[config.mk]
export PLATFORM = sky130hd
export DESIGN_NAME = pending_request_list
export DESIGN_NICKNAME = d
export VERILOG_FILES = /design/src/hdl/prl_pkg.sv /design/src/hdl/prl_datapath.sv /design/src/hdl/prl_controller.sv /design/src/hdl/pending_request_list.sv
export SDC_FILE = /design/constraint.sdc
export NUM_CORES = 2
export LEC_CHECK = 0
export BUFFER_PORTS_ARGS = -buffer_cell sky130_fd_sc_hd__buf_2
export CAP_MARGIN = 20
export CORE_MARGIN = 1.5
export CORE_UTILIZATION = 35
export DETAILED_ROUTE_END_ITERATION = 8
export HOLD_SLACK_MARGIN = 0.05
export PLACE_DENSITY = 0.54
export SLEW_MARGIN = 20
export SYNTH_ARGS = -nofsm -noshare
export SYNTH_HDL_FRONTEND = slang
export SYNTH_SLANG_ARGS = --single-unit
[constraint.sdc]
create_clock -name clock -period 13.9 [get_ports clock]
set_input_delay 0.695 -clock clock [delete_from_list [all_inputs] [get_ports clock]]
set_output_delay 0.695 -clock clock [all_outputs]
set_load 0.02 [all_outputs]
[src/hdl/prl_pkg.sv]
`timescale 1ns / 1ps
`default_nettype none

package prl_pkg;

   // Default sizes of the request table.
   localparam int TABLE_DEPTH_DEF  = 16;
   localparam int COOKIE_BYTES_DEF = 4;

   // Operation codes carried in the kind field.
   localparam logic [1:0] KIND_ADD    = 2'd0;
   localparam logic [1:0] KIND_REMOVE = 2'd1;
   localparam logic [1:0] KIND_LOOKUP = 2'd2;

   // Result status codes.
   localparam logic [2:0] STATUS_OK         = 3'd0;
   localparam logic [2:0] STATUS_DUPLICATE  = 3'd1;
   localparam logic [2:0] STATUS_FULL       = 3'd2;
   localparam logic [2:0] STATUS_NOT_FOUND  = 3'd3;
   localparam logic [2:0] STATUS_SLOT_EMPTY = 3'd4;

   // How the result word is filled beyond its status.
   localparam logic [1:0] RES_PLAIN  = 2'd0;
   localparam logic [1:0] RES_ADD    = 2'd1;
   localparam logic [1:0] RES_LOOKUP = 2'd2;

   // One request word.
   typedef struct packed {
      logic [1:0]  kind;
      logic [31:0] cookie;
      logic [31:0] peer_address;
      logic [15:0] command;
      logic [3:0]  slot;
   } req_type;

   // One result word.
   typedef struct packed {
      logic [2:0]  status;
      logic [3:0]  found_slot;
      logic [31:0] found_address;
      logic [15:0] found_command;
   } rsp_type;

   // Commands from the controller to the datapath.
   typedef struct packed {
      logic       load;
      logic       walk_first;
      logic       walk_next;
      logic       add_link;
      logic       add_write;
      logic       rem_unlink;
      logic       finish;
      logic [2:0] status;
      logic [1:0] res_kind;
   } prl_cmd_type;

   // Status from the datapath to the controller.
   typedef struct packed {
      logic [1:0] kind;
      logic       head_null;
      logic       hit;
      logic       walk_end;
      logic       scan_done;
      logic       table_full;
      logic       slot_bad;
   } prl_stat_type;

endpackage

`default_nettype wire

[src/hdl/prl_datapath.sv]
`timescale 1ns / 1ps
`default_nettype none

module prl_datapath import prl_pkg::*; #(
   parameter int TABLE_DEPTH  = TABLE_DEPTH_DEF,
   parameter int COOKIE_BYTES = COOKIE_BYTES_DEF
) (
   input  wire logic         clock,
   input  wire logic         reset,
   input  wire req_type      req_word,
   input  wire prl_cmd_type  cmd,
   output prl_stat_type      stat,
   output logic              rsp_valid,
   output rsp_type           rsp_word
);

   localparam int IDX_W    = $clog2(TABLE_DEPTH);
   localparam int LINK_W   = $clog2(TABLE_DEPTH + 1);
   localparam int COOKIE_W = (COOKIE_BYTES * 8 < 32) ? COOKIE_BYTES * 8 : 32;
   localparam logic [LINK_W-1:0] NIL = LINK_W'(TABLE_DEPTH);

   // Request latched at acceptance.
   req_type req_ff;

   // Slot occupancy and list ends.
   logic [TABLE_DEPTH-1:0] used_ff;
   logic [LINK_W-1:0]      head_ff;
   logic [LINK_W-1:0]      tail_ff;

   // Walk position, visit count and free slot scan.
   logic [LINK_W-1:0] cur_ff;
   logic [LINK_W-1:0] steps_ff;
   logic [LINK_W-1:0] scan_ff;

   // Table memories and their registered read data.
   logic [COOKIE_W-1:0] cookie_mem  [TABLE_DEPTH];
   logic [31:0]         address_mem [TABLE_DEPTH];
   logic [15:0]         command_mem [TABLE_DEPTH];
   logic [LINK_W-1:0]   next_mem    [TABLE_DEPTH];
   logic [LINK_W-1:0]   prev_mem    [TABLE_DEPTH];

   logic [COOKIE_W-1:0] rd_cookie_ff;
   logic [31:0]         rd_address_ff;
   logic [15:0]         rd_command_ff;
   logic [LINK_W-1:0]   rd_next_ff;
   logic [LINK_W-1:0]   rd_prev_ff;

   rsp_type rsp_word_ff;
   rsp_type rsp_word_in;
   logic    rsp_valid_ff;

   logic [COOKIE_W-1:0] key;
   logic [IDX_W-1:0]    slot_idx;
   logic [LINK_W-1:0]   slot_link;
   logic [IDX_W-1:0]    free_idx;
   logic [LINK_W-1:0]   free_link;
   logic [IDX_W-1:0]    cur_idx;
   logic [IDX_W-1:0]    rd_idx;
   logic                scan_full;
   logic                scan_done;
   logic                prev_valid;
   logic                next_valid;

   logic                next_we;
   logic [IDX_W-1:0]    next_waddr;
   logic [LINK_W-1:0]   next_wdata;
   logic                prev_we;
   logic [IDX_W-1:0]    prev_waddr;
   logic [LINK_W-1:0]   prev_wdata;

   // Derived indexes and flags.
   assign key        = req_ff.cookie[COOKIE_W-1:0];
   assign slot_idx   = IDX_W'(req_ff.slot);
   assign slot_link  = LINK_W'(slot_idx);
   assign free_idx   = scan_ff[IDX_W-1:0];
   assign free_link  = LINK_W'(free_idx);
   assign cur_idx    = cur_ff[IDX_W-1:0];
   assign scan_full  = (scan_ff == NIL);
   assign scan_done  = scan_full || !used_ff[free_idx];
   assign prev_valid = (rd_prev_ff < NIL);
   assign next_valid = (rd_next_ff < NIL);

   // Status toward the controller.
   always_comb begin
      stat.kind       = req_ff.kind;
      stat.head_null  = (head_ff >= NIL);
      stat.hit        = used_ff[cur_idx] && (rd_cookie_ff == key);
      stat.walk_end   = (rd_next_ff >= NIL) || (steps_ff == NIL);
      stat.scan_done  = scan_done;
      stat.table_full = scan_full;
      stat.slot_bad   = (32'(req_ff.slot) >= 32'(TABLE_DEPTH)) || !used_ff[slot_idx];
   end

   // Read address: list head, the link just read, or the slot to remove.
   always_comb begin
      if (cmd.walk_first) begin
         rd_idx = head_ff[IDX_W-1:0];
      end else if (cmd.walk_next) begin
         rd_idx = rd_next_ff[IDX_W-1:0];
      end else begin
         rd_idx = slot_idx;
      end
   end

   // Write port of the forward links.
   always_comb begin
      next_we    = 1'b0;
      next_waddr = free_idx;
      next_wdata = NIL;
      if (cmd.add_link) begin
         next_we    = (tail_ff < NIL);
         next_waddr = tail_ff[IDX_W-1:0];
         next_wdata = free_link;
      end else if (cmd.add_write) begin
         next_we    = 1'b1;
      end else if (cmd.rem_unlink) begin
         next_we    = prev_valid;
         next_waddr = rd_prev_ff[IDX_W-1:0];
         next_wdata = rd_next_ff;
      end
   end

   // Write port of the backward links.
   always_comb begin
      prev_we    = 1'b0;
      prev_waddr = free_idx;
      prev_wdata = tail_ff;
      if (cmd.add_write) begin
         prev_we    = 1'b1;
      end else if (cmd.rem_unlink) begin
         prev_we    = next_valid;
         prev_waddr = rd_next_ff[IDX_W-1:0];
         prev_wdata = rd_prev_ff;
      end
   end

   // Table memories: one write and one registered read each.
   always_ff @(posedge clock) begin
      if (cmd.add_write) begin
         cookie_mem[free_idx]  <= key;
         address_mem[free_idx] <= req_ff.peer_address;
         command_mem[free_idx] <= req_ff.command;
      end
      if (next_we) begin
         next_mem[next_waddr] <= next_wdata;
      end
      if (prev_we) begin
         prev_mem[prev_waddr] <= prev_wdata;
      end
      rd_cookie_ff  <= cookie_mem[rd_idx];
      rd_address_ff <= address_mem[rd_idx];
      rd_command_ff <= command_mem[rd_idx];
      rd_next_ff    <= next_mem[rd_idx];
      rd_prev_ff    <= prev_mem[rd_idx];
   end

   // Request latch, walk position and free slot scan.
   always_ff @(posedge clock) begin
      if (cmd.load) begin
         req_ff <= req_word;
      end
      if (cmd.walk_first) begin
         cur_ff   <= head_ff;
         steps_ff <= LINK_W'(1);
      end else if (cmd.walk_next) begin
         cur_ff   <= rd_next_ff;
         steps_ff <= steps_ff + LINK_W'(1);
      end
      if (cmd.load) begin
         scan_ff <= '0;
      end else if (!scan_done) begin
         scan_ff <= scan_ff + LINK_W'(1);
      end
   end

   // Occupancy and list ends.
   always_ff @(posedge clock) begin
      if (reset) begin
         used_ff <= '0;
         head_ff <= NIL;
         tail_ff <= NIL;
      end else if (cmd.add_write) begin
         used_ff[free_idx] <= 1'b1;
         tail_ff           <= free_link;
         if (tail_ff >= NIL) begin
            head_ff <= free_link;
         end
      end else if (cmd.rem_unlink) begin
         used_ff[slot_idx] <= 1'b0;
         if (head_ff == slot_link) begin
            head_ff <= rd_next_ff;
         end
         if (tail_ff == slot_link) begin
            tail_ff <= rd_prev_ff;
         end
      end
   end

   // Next result word: status plus the fields its kind fills in.
   always_comb begin
      rsp_word_in        = '0;
      rsp_word_in.status = cmd.status;
      case (cmd.res_kind)
         RES_ADD: begin
            rsp_word_in.found_slot = 4'(free_idx);
         end
         RES_LOOKUP: begin
            rsp_word_in.found_slot    = 4'(cur_idx);
            rsp_word_in.found_address = rd_address_ff;
            rsp_word_in.found_command = rd_command_ff;
         end
         default: begin
         end
      endcase
   end

   // Result word, shown for one cycle.
   always_ff @(posedge clock) begin
      if (reset) begin
         rsp_valid_ff <= 1'b0;
      end else begin
         rsp_valid_ff <= cmd.finish;
      end
      if (cmd.finish) begin
         rsp_word_ff <= rsp_word_in;
      end
   end

   assign rsp_valid = rsp_valid_ff;
   assign rsp_word  = rsp_word_ff;

endmodule

`default_nettype wire

[src/hdl/prl_controller.sv]
`timescale 1ns / 1ps
`default_nettype none

module prl_controller import prl_pkg::*; (
   input  wire logic          clock,
   input  wire logic          reset,
   input  wire logic          start,
   input  wire prl_stat_type  stat,
   output prl_cmd_type        cmd,
   output logic               busy
);

   localparam logic [2:0] ST_IDLE       = 3'd0;
   localparam logic [2:0] ST_DISPATCH   = 3'd1;
   localparam logic [2:0] ST_WALK       = 3'd2;
   localparam logic [2:0] ST_ADD_WAIT   = 3'd3;
   localparam logic [2:0] ST_ADD_LINK   = 3'd4;
   localparam logic [2:0] ST_ADD_WRITE  = 3'd5;
   localparam logic [2:0] ST_REM_UNLINK = 3'd6;

   logic [2:0] state_ff;
   logic [2:0] state_in;

   // Next state and commands.
   always_comb begin
      state_in = state_ff;
      cmd      = '0;
      case (state_ff)
         ST_IDLE: begin
            if (start) begin
               cmd.load = 1'b1;
               state_in = ST_DISPATCH;
            end
         end
         ST_DISPATCH: begin
            case (stat.kind)
               KIND_ADD: begin
                  if (stat.head_null) begin
                     state_in = ST_ADD_WAIT;
                  end else begin
                     cmd.walk_first = 1'b1;
                     state_in       = ST_WALK;
                  end
               end
               KIND_LOOKUP: begin
                  if (stat.head_null) begin
                     cmd.finish = 1'b1;
                     cmd.status = STATUS_NOT_FOUND;
                     state_in   = ST_IDLE;
                  end else begin
                     cmd.walk_first = 1'b1;
                     state_in       = ST_WALK;
                  end
               end
               KIND_REMOVE: begin
                  if (stat.slot_bad) begin
                     cmd.finish = 1'b1;
                     cmd.status = STATUS_SLOT_EMPTY;
                     state_in   = ST_IDLE;
                  end else begin
                     // The read address defaults to the slot, so its links arrive next.
                     state_in = ST_REM_UNLINK;
                  end
               end
               default: begin
                  // The unused kind gives a plain ok result.
                  cmd.finish = 1'b1;
                  cmd.status = STATUS_OK;
                  state_in   = ST_IDLE;
               end
            endcase
         end
         ST_WALK: begin
            if (stat.hit) begin
               cmd.finish = 1'b1;
               state_in   = ST_IDLE;
               if (stat.kind == KIND_ADD) begin
                  cmd.status = STATUS_DUPLICATE;
               end else begin
                  cmd.status   = STATUS_OK;
                  cmd.res_kind = RES_LOOKUP;
               end
            end else if (stat.walk_end) begin
               if (stat.kind == KIND_ADD) begin
                  state_in = ST_ADD_WAIT;
               end else begin
                  cmd.finish = 1'b1;
                  cmd.status = STATUS_NOT_FOUND;
                  state_in   = ST_IDLE;
               end
            end else begin
               cmd.walk_next = 1'b1;
            end
         end
         ST_ADD_WAIT: begin
            if (stat.scan_done) begin
               if (stat.table_full) begin
                  cmd.finish = 1'b1;
                  cmd.status = STATUS_FULL;
                  state_in   = ST_IDLE;
               end else begin
                  state_in = ST_ADD_LINK;
               end
            end
         end
         ST_ADD_LINK: begin
            cmd.add_link = 1'b1;
            state_in     = ST_ADD_WRITE;
         end
         ST_ADD_WRITE: begin
            cmd.add_write = 1'b1;
            cmd.finish    = 1'b1;
            cmd.status    = STATUS_OK;
            cmd.res_kind  = RES_ADD;
            state_in      = ST_IDLE;
         end
         ST_REM_UNLINK: begin
            cmd.rem_unlink = 1'b1;
            cmd.finish     = 1'b1;
            cmd.status     = STATUS_OK;
            state_in       = ST_IDLE;
         end
         default: begin
            state_in = ST_IDLE;
         end
      endcase
   end

   // State register.
   always_ff @(posedge clock) begin
      if (reset) begin
         state_ff <= ST_IDLE;
      end else begin
         state_ff <= state_in;
      end
   end

   assign busy = (state_ff != ST_IDLE);

endmodule

`default_nettype wire

[src/hdl/pending_request_list.sv]
`timescale 1ns / 1ps
`default_nettype none

// Channel    Ports                      Transfer
// request    start, busy, req_word      taken at an edge with start high and busy low
// result     rsp_valid, rsp_word        one cycle strobe, taken at the edge ending it
//
// A new add walks every listed entry before it writes; with a full table it ends after
// the walk; a duplicate add and a lookup stop at the entry they match. The walk visits
// one entry a cycle; a remove unlinks after dispatch, a free slot or unused kind ends there.
// The result shows in the same cycle that busy falls; a new word may start then.
// Reset clears occupancy, list ends and control at once; no clearing pass.
// The receiver cannot stall results.

module pending_request_list import prl_pkg::*; #(
   parameter int TABLE_DEPTH  = TABLE_DEPTH_DEF,
   parameter int COOKIE_BYTES = COOKIE_BYTES_DEF
) (
   input  wire logic    clock,
   input  wire logic    reset,
   input  wire logic    start,
   output logic         busy,
   input  wire req_type req_word,
   output logic         rsp_valid,
   output rsp_type      rsp_word
);

   prl_cmd_type  cmd;
   prl_stat_type stat;

   // Sequencer.
   prl_controller u_controller (
      .clock (clock),
      .reset (reset),
      .start (start),
      .stat  (stat),
      .cmd   (cmd),
      .busy  (busy)
   );

   // Tables, links and result register.
   prl_datapath #(
      .TABLE_DEPTH  (TABLE_DEPTH),
      .COOKIE_BYTES (COOKIE_BYTES)
   ) u_datapath (
      .clock     (clock),
      .reset     (reset),
      .req_word  (req_word),
      .cmd       (cmd),
      .stat      (stat),
      .rsp_valid (rsp_valid),
      .rsp_word  (rsp_word)
   );

endmodule

`default_nettype wire

# Word level (Yosys, flattened, before mapping)
# Memory sizes are Yosys's and may differ from the RTL's. A register that Yosys moved wholly into a read port is not among the register bits.
# Cells that the tools add are included.
totals:
  elab_cells: 155
  output_inout_bits: 57
  memories: 5
  regBits: 185
  ram_bits: 1440
  input_bits: 89
memory_table:
  columns: ["name", "words", "width", "read_ports", "rd_clocked_by_memory_dff", "write_ports", "line", "text"]
  rows:
  - ["u_datapath.address_mem", 16, 32, 1, 1, 1, "prl_datapath.sv:37", "logic [31:0] address_mem [TABLE_DEPTH];"]
  - ["u_datapath.cookie_mem", 16, 32, 1, 1, 1, "prl_datapath.sv:36", "logic [COOKIE_W-1:0] cookie_mem [TABLE_DEPTH];"]
  - ["u_datapath.command_mem", 16, 16, 1, 1, 1, "prl_datapath.sv:38", "logic [15:0] command_mem [TABLE_DEPTH];"]
  - ["u_datapath.next_mem", 16, 5, 1, 1, 1, "prl_datapath.sv:39", "logic [LINK_W-1:0] next_mem [TABLE_DEPTH];"]
  - ["u_datapath.prev_mem", 16, 5, 1, 1, 1, "prl_datapath.sv:40", "logic [LINK_W-1:0] prev_mem [TABLE_DEPTH];"]
op_classes:
  n_mux: 80
  addsub: 2
  order_cmp: 11
  n_bitwise: 3
  n_eq_ne: 19
  n_reduce_logical: 18
op_table:
  columns: ["cell", "count"]
  rows:
  - ["4-bit two-way mux", 16]
  - ["5-bit two-way mux", 12]
  - ["32-bit equality test", 1]
  - ["16-bit two-way mux", 2]
  - ["1-bit two-way mux", 29]
  - ["3-bit two-way mux", 6]
  - ["16-bit AND", 1]
  - ["16-bit NOT", 1]
  - ["16-bit bitwise OR", 1]
  - ["4-bit one-hot mux with 4 select lines", 1]
  - ["5-bit greater-or-equal comparator (second input constant)", 3]
  - ["4-bit by 5-bit less-than comparator with 1-bit output (second input constant)", 3]
  - ["5-bit less-than comparator (second input constant)", 3]
  - ["3-bit one-hot mux with 5 select lines", 1]
  - ["1-bit binary-select mux with 4-bit select", 3]
  - ["4-bit one-hot mux with 3 select lines", 1]
  - ["5-bit by 1-bit adder with 5-bit output (second input constant)", 2]
  - ["5-bit by 4-bit equality test with 1-bit output", 2]
  - ["5-bit equality test (second input constant)", 2]
  - ["3-bit equality test (second input constant)", 3]
  - ["3-bit one-hot mux with 3 select lines", 1]
  - ["1-bit demux with 4-bit select", 2]
  - ["4-bit by 1-bit greater-or-equal comparator with 1-bit output (second input constant)", 2]
  - ["2-bit two-way mux", 4]
  - ["19 further kinds", 31]

# Longest topological paths before layout
depth:
  depth_word: 8
  depth_mapped: 15
  ltp_nobuf: 10

# Modules after synthesis
# Synthesis repeated with hierarchy kept, for this count alone.
unflattened:
  hier_cells: 3749
  hier_area_um2: 65688.0
modules_own_cells:
  columns: ["module", "seq_area_each_um2", "area_each_um2", "cells_per_inst", "instances"]
  rows:
  - ["prl_datapath", 50138.1, 65256.3, 3684, 1]
  - ["prl_controller", 60.1, 431.7, 65, 1]

# Worst setup path after synthesis
# No wires, ideal clock.
synth_path:
  path_kind: "reg-to-reg"
  start: "register u_controller.state_ff[1]"
  end: "register u_datapath.used_ff[0]"
  slack_ns: 6.366
  period_less_slack_ns: 7.534
  stages_incl_launch_ff: 9
  setup_time_ns: 0.088
  n_path_buf: 2
  arrival_time_ns: 7.446
  required_ns: 13.812
  path_cell_list: "dfxtp_1 clkbuf_1 inv_1 and3_1 buf_1 nand2_1 nor3_1 o32ai_1 nor2_1"
synth_via:
  elab_chain_cells: 3
  elab_cells_between_ends: 6
synth_lines:
  columns: ["item", "line", "text"]
  rows:
  - ["start: declaration", "prl_controller.sv:21", "logic [2:0] state_ff;"]
  - ["start signal: assignment", "prl_controller.sv:134", "state_ff <= state_in;"]
  - ["3-bit equality test", "prl_controller.sv:28", "case (state_ff)"]
  - ["1-bit two-way mux", "prl_controller.sv:28", null]
  - ["16-bit two-way mux or 2-bit nonzero test (tied branches)", null, null]
  - ["end signal: assignment", "prl_datapath.sv:179", "used_ff <= '0;"]
  - ["end signal: indexed assignment", "prl_datapath.sv:183", "used_ff[free_idx] <= 1'b1;"]
  - ["end signal: indexed assignment", "prl_datapath.sv:189", "used_ff[slot_idx] <= 1'b0;"]
  - ["end: declaration", "prl_datapath.sv:26", "logic [TABLE_DEPTH-1:0] used_ff;"]
# Parallel ways exist; a longest one is shown, timed or not.
# A chain may end at the register's enable or synchronous reset.

# Worst setup path in the final report
layout_path:
  start: "register u_datapath.req_ff, in the netlist u_datapath.key[25]"
  end: "register u_datapath.rd_cookie_ff[19], read port of u_datapath.cookie_mem"
layout_via:
  elab_chain_cells: 6
layout_lines:
  columns: ["item", "line", "text"]
  rows:
  - ["start: declaration", "prl_datapath.sv:23", "req_type req_ff;"]
  - ["start signal: assignment", "prl_datapath.sv:160", "req_ff <= req_word;"]
  - ["32-bit equality test", "prl_datapath.sv:87", "stat.hit = used_ff[cur_idx] && (rd_cookie_ff == key);"]
  - ["1-bit logical AND", "prl_datapath.sv:87", null]
  - ["1-bit two-way mux", "prl_controller.sv:74", "if (stat.hit) begin"]
  - ["1-bit two-way mux", "prl_controller.sv:28", null]
  - ["4-bit two-way mux", "prl_datapath.sv:98", "end else if (cmd.walk_next) begin"]
  - ["4-bit two-way mux", "prl_datapath.sv:96", "if (cmd.walk_first) begin"]
  - ["end: declaration", "prl_datapath.sv:42", "logic [COOKIE_W-1:0] rd_cookie_ff;"]
# No other way between the ends.

==> summary.txt <==
Status
  • Outcome: finished, final reports clean

Routing
  • Post-DRT Antenna Nets: 0
  • Total Routed Length: 196,000 µm
  • # DRC: 0
  • Drt pass-1 iters: 7
  • WL/cell: 28.1 µm
  • DR iter-0 viols: 4,183
  • Vias: 39.6k
  • Via density per instance: 5.69

STA
  • Worst slew margin: 18.3%
  • Tcrit/Tclk final: 48.1%
  • Fin. Hold Viols: 0
  • Final Setup Violations: 0
  • RSZ-0062 raised after global routing: false
  • Clock Skew: 72.1 ps
  • Setup total negative slack: 0 ps
  • Fin crit period: 6690 ps
  • Fmax: 0.149 GHz
  • Worst hold slack: 96.8 ps
  • Final Max Tran Viols: 0
  • Worst-Margin Slew: 1230 ps

Critical path
  • Data required, critical path: 14,600 ps
  • Top fanout value on the critical path: 215
  • Critical path type: register to register
  • Crit path launch type: register
  • Setup crit end kind: register
  • R2r setup slk: 7210 ps
  • CP arrival: 7390 ps

Die
  • CORE AREA: 191,000 µm²
  • Rows: 160
  • Initial core utilization: 35.3%
  • Die area: 195,000 µm²
  • Die H: 442 µm
  • Die Width: 442 µm
  • I/O pin cnt: 146

Logic synthesis
  • Sequential area share after synthesis: 74.5%
  • Mapped cell area: 67,400 µm²
  • Yosys top cell area share: 70.6%
  • Synth Register Bits: 1,715
  • Area contributors post-synth: edfxtp_1, mux2i_1, a211oi_1
  • EDFF count, synth: 1,585
  • Cells after synthesis: 4,177
  • Post-synth top area cell: edfxtp_1
  • Syn avg cell area: 16.1 µm²
  • Unique cell type count in the Yosys netlist: 58
  • Main synth FF type: edfxtp_1
  • FFs w/ async S/R, synth: 0%
  • Syn Nets: 4,274
  • Synth warnings: 0

Layout
  • Fin nets: 4,388
  • Share of cells above drive strength 1: 12.3%
  • Area growth, synth to finish: 14.1%
  • Fill count: 17.3k
  • Post-layout util: 40.3%

Global routing
  • First-pass GRT wire length: 281,000 µm
  • Initial antenna violation count: 8
  • GR Overflow Total: 0
  • Largest net degree at the start of global routing: 216
  • Vias in the first global route: 39.2k
  • All-layer global routing usage: 19.6%

Job
  • MaxCap Viol Count: 0

CTS
  • Setup Buffers After CTS: 0
  • CTS buffer count: 177
  • Clk sinks: 1,715
  • Clk buf depth: 3
  • Clock Latency Late Sink: 820 ps
  • Clock-pin slew on the worst setup and hold paths: 60 ps
  • TritonCTS clock tree: built
  • CTS Root Cell: clkbuf_16
  • H-tree depth: 4

Place
  • Placed wire-length estimate: 92,400 µm
  • Routability cong.: 0.814
  • Port Buffers: 145

Min path
  • Type of the tightest min-delay check: primary input to register

Power and ir drop
  • Power Density: 146 nW/µm²
  • LEAKAGE: 24.7 nW
  • Peak VDD IR: 0.148 mV
worst paths after layout:
path,from,end,depth (start not counted)
min,req_word[59],u_datapath.key[7],1
max reg2reg,u_datapath.key[25],u_datapath.rd_cookie_ff[19],11
min reg2reg,u_datapath.head_ff[3],u_datapath.head_ff[3],2
max,u_datapath.key[25],u_datapath.rd_cookie_ff[19],11
state kept, by name (all words and copies together) (netlist names):
| signal | count |
|---|---|
| u_datapath.scan_ff | 5 |
| u_datapath.rd_next_ff | 5 |
| u_datapath.cookie_mem | 512 |
| u_datapath.slot_idx | 4 |
| u_datapath.rsp_word | 55 |
| u_datapath.cur_ff | 4 |
| u_datapath.next_mem | 80 |
| u_datapath.rd_address_ff | 32 |
| u_datapath.address_mem | 512 |
| u_datapath.key | 32 |
| u_datapath.rd_command_ff | 16 |
| u_datapath.stat | 2 |
| u_datapath.steps_ff | 5 |
| u_datapath.head_ff | 5 |
| u_datapath.command_mem | 256 |
| u_datapath.rd_cookie_ff | 32 |
| u_controller.state_ff | 3 |
| u_datapath.prev_mem | 80 |
| u_datapath.rsp_valid | 1 |
| u_datapath.tail_ff | 5 |
| u_datapath.rd_prev_ff | 5 |
| u_datapath.used_ff | 16 |
| u_datapath.req_ff | 48 |
cells in the mapped netlist (3+ instances only):
| library cell | instances |
|---|---|
| or3_1 | 10 |
| mux4_2 | 13 |
| ha_1 | 8 |
| mux2i_1 | 368 |
| a2111oi_0 | 90 |
| o32a_1 | 89 |
| o31ai_1 | 4 |
| a22oi_1 | 5 |
| inv_1 | 17 |
| a31oi_1 | 95 |
| dfxtp_1 | 130 |
| o21a_1 | 3 |
| a21o_1 | 3 |
| nor3_1 | 97 |
| or2_2 | 5 |
| nand3b_1 | 4 |
| xor2_1 | 40 |
| edfxtp_1 | 1585 |
| mux2_2 | 3 |
| and2_1 | 138 |
| o22ai_1 | 15 |
| a221oi_2 | 20 |
| o32ai_1 | 4 |
| nor2_2 | 3 |
| clkbuf_1 | 254 |
| a221oi_1 | 159 |
| nand2_1 | 258 |
| o211ai_1 | 4 |
| o21ai_0 | 14 |
| and3_1 | 4 |
| buf_4 | 3 |
| xnor2_1 | 6 |
| nor2_1 | 103 |
| buf_1 | 9 |
| nand4_1 | 7 |
| buf_2 | 80 |
| a21oi_1 | 26 |
| nand3_1 | 12 |
| a311oi_1 | 3 |
| nand2b_1 | 11 |
| nor4_1 | 8 |
| a211oi_1 | 356 |
| nor4b_1 | 89 |
cell families after synthesis:
family          share of synthesized area (%)
fa+ha+maj                               0.148
xor+xnor                                0.598
simple gates                             5.83
compound gates                           10.8
flops                                    74.5
buf+inv                                  2.22
mux                                      5.98
area by class of cell:
| type | count | area [µm²] | share of cell area [%] |
|---|---|---|---|
| Sequential cell | 1715 | 50200 | 65.3 |
| Clock inverter | 74 | 644 | 0.838 |
| Clock buffer | 259 | 4900 | 6.37 |
| Antenna cell | 6 | 15.0 | 0.0195 |
| Multi-Input combinational cell | 2097 | 16000 | 20.8 |
| Tap cell | 2511 | 3140 | 4.09 |
| Timing Repair Buffer | 283 | 1980 | 2.58 |
| Inverter | 17 | 63.8 | 0.0830 |
critical path, stage by stage, from the launching register on:
cell      delay [ps]
edfxtp_1         600
xor2_1           290
nor4_2           810
nand4_1          510
o31ai_2          740
or4_1            270
and3_4           580
buf_12           680
buf_4            620
buf_4            680
a221oi_1         210
o32a_1           330
layer usage:
| metal | GRT usage, % | routed length (µm) | up-vias |
|---|---|---|---|
| li1 | - | - | 17200 |
| met3 | 3.01 | 12900 | 284 |
| met2 | 31.1 | 90400 | 1492 |
| met5 | 0 | 0 | - |
| met4 | 6.13 | 5310 | 0 |
| met1 | 27.6 | 86900 | 20600 |
what timing repair did:
action | CTS | global route
hold endpoints to repair | 54 | 0
hold buffers | 54 | 0
gates resized for setup | 0 | 0
metrics by stage:
step / setup slack, ps / total power, W / cells / cell area (µm²)
after floorplan: 6370 / 0.00642 / 4177 / 67400
after global placement: 6820 / 0.00673 / 6568 / 70800
after detailed placement: 7190 / 0.00674 / 6568 / 70800
after CTS: 7180 / 0.0113 / 6955 / 76900
after global routing: 6750 / 0.0115 / 6957 / 76900
final: 7210 / 0.0112 / 6962 / 76900
where the power goes:
group          internal, W  leakage, nW  switching (W)
combinational     0.000258         6.71       0.000510
sequential         0.00575         15.3       0.000125
clock              0.00255         2.69        0.00201
total              0.00856         24.7        0.00264
cells in the final DEF (no fill, tap or decap), drive strengths merged, types with 40 or more instances in the layout:
| cell type | count |
|---|---|
| xor2 | 40 |
| nand2 | 258 |
| and2 | 138 |
| mux2i | 369 |
| edfxtp | 1585 |
| nor4b | 89 |
| nor3 | 97 |
| dfxtp | 130 |
| o32a | 89 |
| clkinv | 60 |
| buf | 229 |
| a211oi | 357 |
| clkbuf | 259 |
| nor2 | 106 |
| dlygate4sd3 | 54 |
| a31oi | 95 |
| a221oi | 179 |
| a2111oi | 90 |
Note: power is estimated with default switching activity, not from simulation.
